**config.mk**
```make
export PLATFORM = sky130hd
export DESIGN_NAME = smsc_lane
export DESIGN_NICKNAME = d
export VERILOG_FILES = /design/src/rtl/smsc_pkg.sv /design/src/rtl/smsc_lane.sv
export SDC_FILE = /design/constraint.sdc
export NUM_CORES = 1
export LEC_CHECK = 0
export BUFFER_PORTS_ARGS = -buffer_cell sky130_fd_sc_hd__buf_2
export CAP_MARGIN = 0
export CELL_PAD_IN_SITES_DETAIL_PLACEMENT = 1
export CELL_PAD_IN_SITES_GLOBAL_PLACEMENT = 2
export CORE_MARGIN = 2
export CORE_UTILIZATION = 42
export CTS_CLUSTER_SIZE = 12
export DETAILED_ROUTE_END_ITERATION = 10
export HOLD_SLACK_MARGIN = 0.06
export PLACE_DENSITY_LB_ADDON = 0.2
export SLEW_MARGIN = 0
export SYNTH_ARGS = -nofsm -noshare
export SYNTH_HDL_FRONTEND = slang
export SYNTH_SLANG_ARGS = --single-unit
export TNS_END_PERCENT = 50
```
**constraint.sdc**
```tcl
create_clock -name clk -period 8.5 [get_ports clk]
set_input_delay 1.275 -clock clk [delete_from_list [all_inputs] [get_ports clk]]
set_output_delay 1.275 -clock clk [all_outputs]
set_load 0.01 [all_outputs]
```
**src/rtl/smsc_pkg.sv**
```systemverilog
// Shared widths, register map and defaults for the sorted mean screen.
`default_nettype none
package smsc_pkg;

	localparam int MAX_GROUPS     = 4;
	localparam int GROUPS_DEFAULT = 4;

	localparam int SAMPLE_W = 32;
	localparam int COUNT_W  = 16;
	localparam int LAMBDA_W = 32;
	// scaled sample: signed 32 x unsigned 16 stays within 48 signed bits
	localparam int PROD_W   = 48;
	// sum of up to four scaled samples
	localparam int SUM_W    = 50;
	// r * (lambda_sparsity + (groups - r) * lambda_fusion), r up to four
	localparam int BOUND_W  = 36;

	localparam int DATA_W    = 32;
	localparam int ADDR_W    = 5;
	localparam int REG_IDX_W = 3;

	localparam logic [REG_IDX_W-1:0] REG_LAMBDA_SPARSITY = 3'd0;
	localparam logic [REG_IDX_W-1:0] REG_LAMBDA_FUSION   = 3'd1;
	localparam logic [REG_IDX_W-1:0] REG_COUNT_GROUP0    = 3'd2;
	localparam logic [REG_IDX_W-1:0] REG_COUNT_GROUP1    = 3'd3;
	localparam logic [REG_IDX_W-1:0] REG_COUNT_GROUP2    = 3'd4;
	localparam logic [REG_IDX_W-1:0] REG_COUNT_GROUP3    = 3'd5;

	localparam logic [COUNT_W-1:0] COUNT_RESET = 16'd1;

endpackage
`default_nettype wire

```
**src/rtl/smsc_lane.sv**
```systemverilog
// One scaling lane: multiplies a group's sample by its sample count.
`default_nettype none
module smsc_lane (
	input  wire                                   clk,
	input  wire                                   en,
	input  wire signed [smsc_pkg::SAMPLE_W-1:0]   sample,
	input  wire        [smsc_pkg::COUNT_W-1:0]    count,
	output logic signed [smsc_pkg::PROD_W-1:0]    prod_s1
);
	import smsc_pkg::*;

	logic signed [SAMPLE_W+COUNT_W:0] full;

	assign full = sample * $signed({1'b0, count});

	always_ff @(posedge clk) begin
		if (en) begin
			prod_s1 <= full[PROD_W-1:0];
		end
	end

endmodule
`default_nettype wire

```
# After elaboration in Yosys (flattened, before gate mapping)
# Cells that the tools add are included.
# classes
n_mul	1
# ops
cell	n
$mul 32x17->48	1
# totals
elab_cells	2
in_bits	50
reg_bits	48
out_inout_bits	48

# Longest topological paths before layout
# logic_depth
ltp_word	1
ltp_mapped	24

# Worst setup path before layout
# No wires, ideal clock.
# synth_path
path_type	in2reg
from	input port count[8] in the netlist's numbering
to	register prod_s1[44] in the netlist's numbering, data pin
arrival_ns	6.693
cell_stages	23
setup_ns	0.259
slack_ns	1.548
n_path_buf	1
cell_sequence	clkbuf_1 nand2_1 fa_1 inv_1 fa_1 inv_1 fa_1 inv_1 fa_1 fa_1 inv_1 fa_1 inv_1 ha_1 and3_1 o211ai_2 a21oi_2 o21ba_4 a31oi_4 o21ba_4 o41ai_4 a31oi_1 xnor2_1
# synth_between
elab_chain_cells	1
# synth_rtl
item	line_no	text
from (decl)	smsc_lane.sv:7	input wire [smsc_pkg::COUNT_W-1:0] count,
$mul 32x17->48	smsc_lane.sv:14	assign full = sample * $signed({1'b0, count});
via full[44]	smsc_lane.sv:12	logic signed [SAMPLE_W+COUNT_W:0] full;
to (signal assigned)	smsc_lane.sv:18	prod_s1 <= full[PROD_W-1:0];
to (decl)	smsc_lane.sv:8	output logic signed [smsc_pkg::PROD_W-1:0] prod_s1
# The timed path passes the listed nets, and every way through them passes these cells.
# A chain may end at the register's enable or synchronous reset.

# Worst setup path in the final report
# layout_path
from	input port count[3] in the netlist's numbering
to	register prod_s1[33] in the netlist's numbering, data pin
# The elaborated chain is that of the path after synthesis.

==> impl_metrics.toml <==
[setup_path]
crit_chain = "buf_2, buf_4, nand2_1, fa_1, fa_1, fa_1, inv_1, fa_1, fa_1, inv_1, fa_1, inv_1, ha_1, a21oi_1, nor2_1, a2111oi_4, a211oi_1, buf_4, o21a_1, nor2_2, o2111ai_2, a311oi_2, xnor2_1"
worst_ep_required_time_ns = 8.60
path_delay_family = "adder cells"
startpoint_type = "primary input"
critPathBufInv = 6
critPathSlowestCell = "fa_1"
crit_type = "in2reg"
crit_fanout = 22
cpPeakStageDelay_ns = 0.52
cp.arrival_ns = 7.72
endpoint_kind = "flip-flop"
path_common_cell = "fa_1"

[die]
core-area_mm2 = 0.0454
dieArea_mm2 = 0.0478
row_count = 78
pin_count = 98
start_util_pct = 42.6
die_h_um = 219
die_w_um = 219

[global_routing]
grtUsageTotal_pct = 25.3
grt_pass1_vias = 16000
gr-total-overflow = 0
grt_max_degree = 49
grt_pass1_wl_um = 90200
antenna_found_initial = 3

[cts]
cts_root_buffer = "clkbuf_16"
clk_pin_slew_ns = 0.09
clock-sinks = 48
h-tree-depth = 2
post_cts_resized = 0
cts_made_buffers = 5
cts_hold_buf = 0
post_cts_buffers = 0
cts_buffer_depth = 2
cts_tree = "done"

[routing]
ant_nets = 0
post_drt_wl_per_cell_um = 20.5
wl_met1_um = 24200
drc = 0
dr_wl_met3_um = 2430
drt_iter0_drc = 587
dr.pass1.iters = 4
num_vias = 13500
viasPerCell = 5.00
drt-total-wl_um = 55400
routed.top_layer = "met4"
wl_met2_um = 27600

[sta]
fmax_ghz = 0.131
min_period_ns = 7.62
setup-tns-final_ns = 0
worst_pin_slew_ns = 0.921
setup_violations = 0
timing.final.crit_share_pct = 89.6
maxSlewHeadroom_pct = 38.6
slew_viol_final = 0
hold_viol_final = 0
grt_setup_unrepaired = "no"

[cells_and_area]
reg_top3 = "prod_s1 (48)"
nets = 2749
largest_register_ffs = 48
syn2layout_area_growth_pct = 6.39
drive_gt1_share_pct = 7.37
fill_cells = 5284
diodes = 0
largest_register = "prod_s1"
finalInstanceArea_mm2 = 0.0206

[status]
outcome = "completed"

[synthesis]
synth_edf_count = 48
synth_ff_type = "edfxtp_1"
synth_warnings = 0
synth.distinct_cells = 57
yosysSeqAreaShare_pct = 7.45
synthArstFlopShare_pct = 0
syn-instance-count = 2061
syn_nets = 2709
ys_ff_latch = 48
synth_area_leaders = "fa_1 (50%), inv_1 (11%), edfxtp_1 (7.5%), ha_1 (7.4%), and2_1 (7.3%)"
synth_area_leader_cell = "fa_1"
syn_area_per_cell_um2 = 9.38
synth_top_cell_area_share_pct = 50.1
synthesis.area_mm2 = 0.0193

[worst_hold_path]
min_path_type = "in2reg"

[placed_design]
place_area_mm2 = 0.0204
gp_congestion = 0.856
hpwl_um = 45400
port_buffers = 97

[run]
maxCapViolations = 0
==> per-layer routing <==
layer,vias up,GRT usage [%]
met5,-,0
met4,0,5.92
met3,53,3.42
met2,250,43.7
met1,7213,33.6
li1,5989,-
==> cells by family (layout without fill, tap and decap cells) <==
kind of cell             after synthesis  in the layout  share of synthesized area [%]
buffers and inverters                654            695                           12.7
XOR/XNOR                              53             53                           2.40
AND/OR/NAND/NOR                      591            591                           15.0
AO/OA/AOI/OAI                        117            117                           4.96
adder cells (fa/ha/maj)              598            598                           57.5
flip-flops                            48             48                           7.45
==> worst paths after layout <==
check       from                    end  slack (ns)  cells past startpoint
max     count[3]  prod_s1[33]$_DFFE_PP_        0.88                     23
min    sample[0]   prod_s1[0]$_DFFE_PP_        1.51                      2
==> synth_stat cells, types with 2 or more instances <==
library cell	n
nand2b_1	6
and3_1	7
inv_1	571
a21o_1	20
a221o_1	2
nand4_1	6
o21ai_0	12
o211ai_1	4
buf_2	2
a31oi_1	5
a21oi_2	5
edfxtp_1	48
fa_1	484
ha_1	114
o21ai_2	3
nand3_1	5
o21ba_4	2
nor3_1	5
o211ai_2	2
o21a_1	4
a21oi_1	35
and2_1	227
clkbuf_1	80
nor2_1	18
nor2b_1	9
or3_1	2
xor2_1	15
a2111oi_4	2
xnor2_1	38
nand2_1	300
o21bai_1	2
==> cell type report <==
type	count	area (um^2)	area share (%)
inverter	571	2140	10.4
multi-input combinational	1359	15400	75.0
tap	600	751	3.65
clock buffer	5	125	0.608
timing repair buffer	116	628	3.05
clock inverter	3	47.5	0.231
sequential	48	1440	7.01
==> layout by cell type (no fill, tap or decap), types with 7 or more instances in the layout <==
cell and instances:
a21o_1 20, a21oi_1 35, and2_1 227, and3_1 7, buf_2 97, buf_4 19, edfxtp_1 48, fa_1 484
ha_1 114, inv_1 571, nand2_1 300, nor2_1 18, nor2b_1 9, o21ai_0 12, xnor2_1 38, xor2_1 15
==> per-stage QoR <==
| stage | worst slack, ns | hold WS (ns) | utilization [%] | cells |
|---|---|---|---|---|
| after floorplan | 1.55 | 1.39 | - | 2061 |
| after global placement | 0.500 | 1.68 | 45.0 | 2694 |
| after detailed placement | 0.429 | 1.69 | 45.0 | 2694 |
| after CTS | 0.819 | 1.53 | 45.3 | 2702 |
| after global routing | 0.553 | 1.53 | 45.3 | 2702 |
| final | 0.881 | 1.51 | 45.3 | 2702 |
Power is not shown: default switching activity piles up to over one toggle a cycle in this logic, so the estimate is an artifact.
