$ cat src/rtl/smsc_pkg.sv
// Shared widths, register map and defaults for the sorted mean screen.
`default_nettype none
package smsc_pkg;

	localparam int MAX_GROUPS     = 4;
	localparam int GROUPS_DEFAULT = 4;

	localparam int SAMPLE_W = 32;
	localparam int COUNT_W  = 16;
	localparam int LAMBDA_W = 32;
	// scaled sample: signed 32 x unsigned 16 stays within 48 signed bits
	localparam int PROD_W   = 48;
	// sum of up to four scaled samples
	localparam int SUM_W    = 50;
	// r * (lambda_sparsity + (groups - r) * lambda_fusion), r up to four
	localparam int BOUND_W  = 36;

	localparam int DATA_W    = 32;
	localparam int ADDR_W    = 5;
	localparam int REG_IDX_W = 3;

	localparam logic [REG_IDX_W-1:0] REG_LAMBDA_SPARSITY = 3'd0;
	localparam logic [REG_IDX_W-1:0] REG_LAMBDA_FUSION   = 3'd1;
	localparam logic [REG_IDX_W-1:0] REG_COUNT_GROUP0    = 3'd2;
	localparam logic [REG_IDX_W-1:0] REG_COUNT_GROUP1    = 3'd3;
	localparam logic [REG_IDX_W-1:0] REG_COUNT_GROUP2    = 3'd4;
	localparam logic [REG_IDX_W-1:0] REG_COUNT_GROUP3    = 3'd5;

	localparam logic [COUNT_W-1:0] COUNT_RESET = 16'd1;

endpackage
`default_nettype wire

$ cat src/rtl/smsc_merge.sv
// Merge stage: run sums from both ends of the sorted list and bound compare.
`default_nettype none
module smsc_merge #(
	parameter int GROUPS = smsc_pkg::GROUPS_DEFAULT
) (
	input  wire                                  clk,
	input  wire                                  en,
	input  wire signed [smsc_pkg::PROD_W-1:0]    sorted [GROUPS],
	input  wire        [smsc_pkg::BOUND_W-1:0]   bound [GROUPS],
	output logic                                 hit_next
);
	import smsc_pkg::*;

	logic signed [SUM_W-1:0] lo_sum [GROUPS];
	logic signed [SUM_W-1:0] hi_sum [GROUPS];
	logic signed [SUM_W-1:0] lo_s3  [GROUPS];
	logic signed [SUM_W-1:0] hi_s3  [GROUPS];
	logic        [SUM_W-1:0] lo_mag [GROUPS];
	logic        [SUM_W-1:0] hi_mag [GROUPS];

	always_comb begin
		lo_sum[0] = SUM_W'(sorted[0]);
		hi_sum[0] = SUM_W'(sorted[GROUPS-1]);
		for (int r = 1; r < GROUPS; r++) begin
			lo_sum[r] = lo_sum[r-1] + SUM_W'(sorted[r]);
			hi_sum[r] = hi_sum[r-1] + SUM_W'(sorted[GROUPS-1-r]);
		end
	end

	always_ff @(posedge clk) begin
		if (en) begin
			lo_s3 <= lo_sum;
			hi_s3 <= hi_sum;
		end
	end

	// equality with the bound does not hit
	always_comb begin
		hit_next = 1'b0;
		for (int r = 0; r < GROUPS; r++) begin
			lo_mag[r] = lo_s3[r][SUM_W-1] ? SUM_W'(-lo_s3[r]) : SUM_W'(lo_s3[r]);
			hi_mag[r] = hi_s3[r][SUM_W-1] ? SUM_W'(-hi_s3[r]) : SUM_W'(hi_s3[r]);
			if ((lo_mag[r] > SUM_W'(bound[r])) || (hi_mag[r] > SUM_W'(bound[r]))) begin
				hit_next = 1'b1;
			end
		end
	end

endmodule
`default_nettype wire

$ cat config.mk
export PLATFORM = sky130hd
export DESIGN_NAME = smsc_merge
export DESIGN_NICKNAME = d
export VERILOG_FILES = /design/src/rtl/smsc_pkg.sv /design/src/rtl/smsc_merge.sv
export SDC_FILE = /design/constraint.sdc
export NUM_CORES = 2
export LEC_CHECK = 0
export BUFFER_PORTS_ARGS = -buffer_cell sky130_fd_sc_hd__buf_4
export CAP_MARGIN = 20
export CORE_MARGIN = 5
export CORE_UTILIZATION = 48
export CTS_BUF_LIST = sky130_fd_sc_hd__clkbuf_8
export CTS_CLUSTER_SIZE = 8
export DETAILED_ROUTE_END_ITERATION = 12
export HOLD_SLACK_MARGIN = 0.05
export PLACE_DENSITY = 0.69
export SLEW_MARGIN = 20
export SYNTH_ARGS = -nofsm -noshare
export SYNTH_HDL_FRONTEND = slang
export SYNTH_SLANG_ARGS = --single-unit
$ cat constraint.sdc
create_clock -name clk -period 8.3 [get_ports clk]
set_input_delay 1.66 -clock clk [delete_from_list [all_inputs] [get_ports clk]]
set_output_delay 1.66 -clock clk [all_outputs]
set_load 0.005 [all_outputs]
* After elaboration in Yosys (flattened, before gate mapping)
Index checks and enable logic that the tools add are counted.
** Operators by class
- Mux-type cells :: 12
- Reductions and logical operators :: 4
- $add $sub $neg :: 14
- Magnitude comparators :: 8
** Operator list (number)
- 50-bit by 36-bit > comparator with 1-bit output :: 8
- 50-bit two-way mux :: 8
- 50-bit negation :: 4
- 49-bit by 48-bit adder with 50-bit output :: 2
- 50-bit by 48-bit adder with 50-bit output :: 2
- 48-bit negation with 50-bit output :: 2
- 49-bit negation with 50-bit output :: 2
- 48-bit by 48-bit adder with 49-bit output :: 2
- 1-bit logical OR :: 4
- 1-bit two-way mux :: 4
** Storage, ports and cells
- Bits in registers :: 394
- Output and inout port bits :: 1
- Word-level logic and storage cells :: 46

* Logic depth before layout (Yosys ltp)
- Depth after elaboration :: 8
- Depth in mapped cells :: 37

* Worst setup path before layout
Ideal clock, no wire load.
- Kind :: input to register
- Start point :: input port sorted[101] (netlist bit)
- End point :: register lo_s3[49] (netlist bit), data pin
- Setup slack :: -0.354 ns
- Buffers on the path :: 1
- Stages :: 35
- Data arrival time :: 8.386 ns
- Library setup time :: 0.268 ns
- Path through :: ha_1 -> or4_1 -> nor3b_1 -> nor4_1 -> o41a_1 -> o21ai_0 -> nand2b_1 -> a21oi_1 -> o21bai_1 -> a21oi_1 -> xnor2_1 -> ha_1 -> clkbuf_1 -> a21o_1 -> a21o_1 -> a21o_1 -> a21o_1 -> a221oi_1 -> nand2_1 -> a21oi_1 -> inv_1 -> a21boi_0 -> xnor2_1 -> ha_1 -> and3_1 -> nand4_1 -> nor3_1 -> and3_1 -> a32o_1 -> o41ai_1 -> o31ai_1 -> a41oi_1 -> o21ai_0 -> a21oi_1 -> xnor3_1
** RTL lines
- start: declaration :: RTL line smsc_merge.sv:8 : input wire signed [smsc_pkg::PROD_W-1:0] sorted [GROUPS],
- end signal: assignment :: RTL line smsc_merge.sv:32 : lo_s3 <= lo_sum;
- end: declaration :: RTL line smsc_merge.sv:16 : logic signed [SUM_W-1:0] lo_s3 [GROUPS];

* Worst setup path after layout
- Start point :: register hi_s3[109] (netlist bit)
- End point :: output port hit_next
** On the way
- Cells in the longest elaborated chain, start to end :: 7
** Ends and longest elaborated chain
- start: declaration :: RTL line smsc_merge.sv:17 : logic signed [SUM_W-1:0] hi_s3 [GROUPS];
- start signal: assignment :: RTL line smsc_merge.sv:33 : hi_s3 <= hi_sum;
- 49-bit negation with 50-bit output :: RTL line smsc_merge.sv:42 : hi_mag[r] = hi_s3[r][SUM_W-1] ? SUM_W'(-hi_s3[r]) : SUM_W'(hi_s3[r]);
- 50-bit two-way mux (*) :: RTL line smsc_merge.sv:42
- 50-bit by 36-bit > comparator with 1-bit output (*) :: RTL line smsc_merge.sv:43 : if ((lo_mag[r] > SUM_W'(bound[r])) || (hi_mag[r] > SUM_W'(bound[r]))) begin
- 1-bit logical OR (*) :: RTL line smsc_merge.sv:43
- 1-bit two-way mux (*) (3 in a row) :: RTL line smsc_merge.sv:43
- end: declaration :: RTL line smsc_merge.sv:10 : output logic hit_next
Every way passes the cells marked *; elsewhere a longest branch is shown, timed or not.

==> impl_metrics.yaml <==
place:
  io_buffers: 338
  placedCellCount: 7154
  gp_congestion: 1.04
  dp_hpwl_um: 160000
  pre_cts_ws_ps: -1260
routing:
  via_per_inst: 6.15
  drtAntennaViolNets: 0
  first_pass_iters: 6
  drtIter0Drc: 5455
  totalWireLength_um: 187000
  vias: 45000
  routedWlPerCell_um: 25.6
  drc: 0
worst_hold_path:
  min_path_cells: 1
  hp-start: "sorted[21]"
  holdPathEnd: "hi_s3[171]$_DFFE_PP_"
  hold_path.class: "input port to flip-flop"
sta:
  rsz0062_at_grt: "yes"
  holdWs_ps: 1180
  period_needed_ps: 8570
  setup_viol: 1
  finalCritPeriodShare_pct: 103
  tightest_slew_ps: 1210
  slew_headroom_pct: 17.4
  hold_viol: 0
  drv_slew: 0
  finalWorstSetupSlack_ps: -274
  max_freq_mhz: 117
yosys:
  synthTopCellsByArea: "edfxtp_1, ha_1, xnor2_1"
  syn_inst: 4814
  synth.avg_cell_area_um2: 8.90
  netlist.area_leader.share_pct: 27.6
  ys.warnings.count: 0
  synth_edf_count: 394
  seq_area_frac_synth_pct: 27.6
  syn_nets: 5749
  ys_ff_latch: 394
  netlist_top_cells_count: "ha_1, xnor2_1, a21oi_1, edfxtp_1, a21o_1"
  netlist_area_um2: 42800
  ys_types: 88
  synthAdderAreaFrac_pct: 17.5
  yosys-mux-area-fraction_pct: 0.269
  synth_flop_cell: "edfxtp_1"
  yosysMostFrequentCell: "ha_1"
  synth-xor-area-share_pct: 11.5
  synth-simple-area-share_pct: 16.9
  yosys.area.top_type: "edfxtp_1"
  synth_top_family_by_area: "compound AO/OA/AOI/OAI gates"
  async_reset_ff_share_pct: 0
  synth_compound_area_share_pct: 22.8
grt:
  grt_pass1_wl_um: 266000
  gr-total-overflow: 0
  grt_usage_pct: 37.6
  grt_start_max_net_pins: 157
  grt_pass1_vias: 42500
  antenna_found_initial: 20
die:
  die_h_um: 309
  die_w_um: 309
  start_util_pct: 48.4
  core-area_um2: 88500
  die_area_um2: 95300
  rows: 109
  top_level_ports: 339
cells_and_area:
  final_util_pct: 63.2
  drive_gt1_share_pct: 25.7
  nFillCells: 7672
  final_nets: 7019
  fin_cells: 7323
  areaGrowthSynthToFinish_pct: 30.6
clock_network:
  cts_hold_buf: 0
  cts.sinks: 394
  clock_path_buffers: 3
  cts_buffers: 75
  htree_num_levels: 3
  cts.clk_slew.worst_paths_ps: 60
  cts-root-buf: "clkbuf_8"
  cts_tree: "yes"
setup_path:
  crit_path_end_kind: "output pin"
  critical_path_arrival_ps: 6910
  crit_type: "flip-flop to output pin"
  cp_slowest_cell: "or4_4"
  critical-path-max-stage-delay_ps: 580
  crit_path_start_kind: "flip-flop"
  cp_max_fo: 4
  cp.buffers_inverters: 5
  cpLargestDelayFamily: "simple AND/OR/NAND/NOR gates"
  crit_required_ps: 6640
run:
  drv_cap: 0
power:
  total_power_mw: 16.8
  ir_drop_mv: 0.151
  power_density_nw_per_um2: 300
  p_leak_nw: 25.3
outcome:
  violations: "negative setup slack"
  outcome: "finished with violations"
[cell families after synthesis]
kind of cell,after synthesis
AOI/OAI and AO/OA,1497
and+or+nand+nor,1381
adders and majority gates,597
xor gates and xnor gates,563
DFF,394
buffers and inverters,371
muxes,11
[layer usage]
| layer | global-route usage, % | share of wire, % |
|---|---|---|
| met1 | 53.8 | 43 |
| met2 | 54.8 | 41 |
| met3 | 9.45 | 12 |
| met4 | 14.3 | 4.4 |
| met5 | 0 | 0.022 |
[worst max-delay path by stage]
stage / startpoint / to / slack, ps / depth (start not counted)
after floorplan: sorted[101] / lo_s3[49]$_DFFE_PP_ / 8 / 35
after global placement: sorted[151] / lo_s3[49]$_DFFE_PP_ / -1180 / 35
after detailed placement: sorted[151] / lo_s3[49]$_DFFE_PP_ / -1260 / 35
after CTS: hi_s3[109]$_DFFE_PP_ / hit_next / -270 / 25
after global routing: hi_s3[107]$_DFFE_PP_ / hit_next / -330 / 25
final: hi_s3[109]$_DFFE_PP_ / hit_next / -270 / 25
[cell type report]
type	instances	area, µm²	area share [%]
Inverter	279	1050	1.87
Timing Repair Buffer	1285	9700	17.3
Antenna cell	14	35.0	0.0626
Multi-Input combinational cell	4049	30300	54.2
Clock buffer	75	1030	1.84
Clock inverter	62	518	0.926
Sequential cell	394	11800	21.1
Tap cell	1165	1460	2.60
[power by group]
| part | switching, mW | internal, mW |
|---|---|---|
| Clock | 0.990 | 1.09 |
| Sequential | 0.794 | 3.10 |
| Combinational | 5.78 | 5.04 |
| Total | 7.56 | 9.22 |
[cell usage in the layout (no fill, tap or decap), types with 92 or more instances in the layout]
| cell | count |
|---|---|
| o21ai_0 | 261 |
| o31ai_1 | 95 |
| nor2_1 | 275 |
| a21o_1 | 291 |
| a21oi_1 | 373 |
| nor3_1 | 102 |
| xor2_1 | 103 |
| buf_4 | 1280 |
| xnor2_1 | 438 |
| nand2_1 | 286 |
| nand4_1 | 107 |
| inv_1 | 296 |
| nand3_1 | 92 |
| edfxtp_1 | 394 |
| ha_1 | 586 |
[registers in the layout (all words and copies together), names as in the netlist]
signal / flops
lo_s3: 197
hi_s3: 197
[metrics by stage]
stage               instance area (µm²)  setup TNS (ps)
global placement                  53500          -23010
detailed placement                53500          -26070
floorplan                         42900               0
finish                            56000            -274
CTS                               55300            -266
global route                      55900            -907
[what timing repair did]
item	CTS	global route
setup endpoints to repair	21	28
pin swaps	15	40
gates resized for setup	44	113
setup buffers	6	12
(Power assumes the default switching activity.)
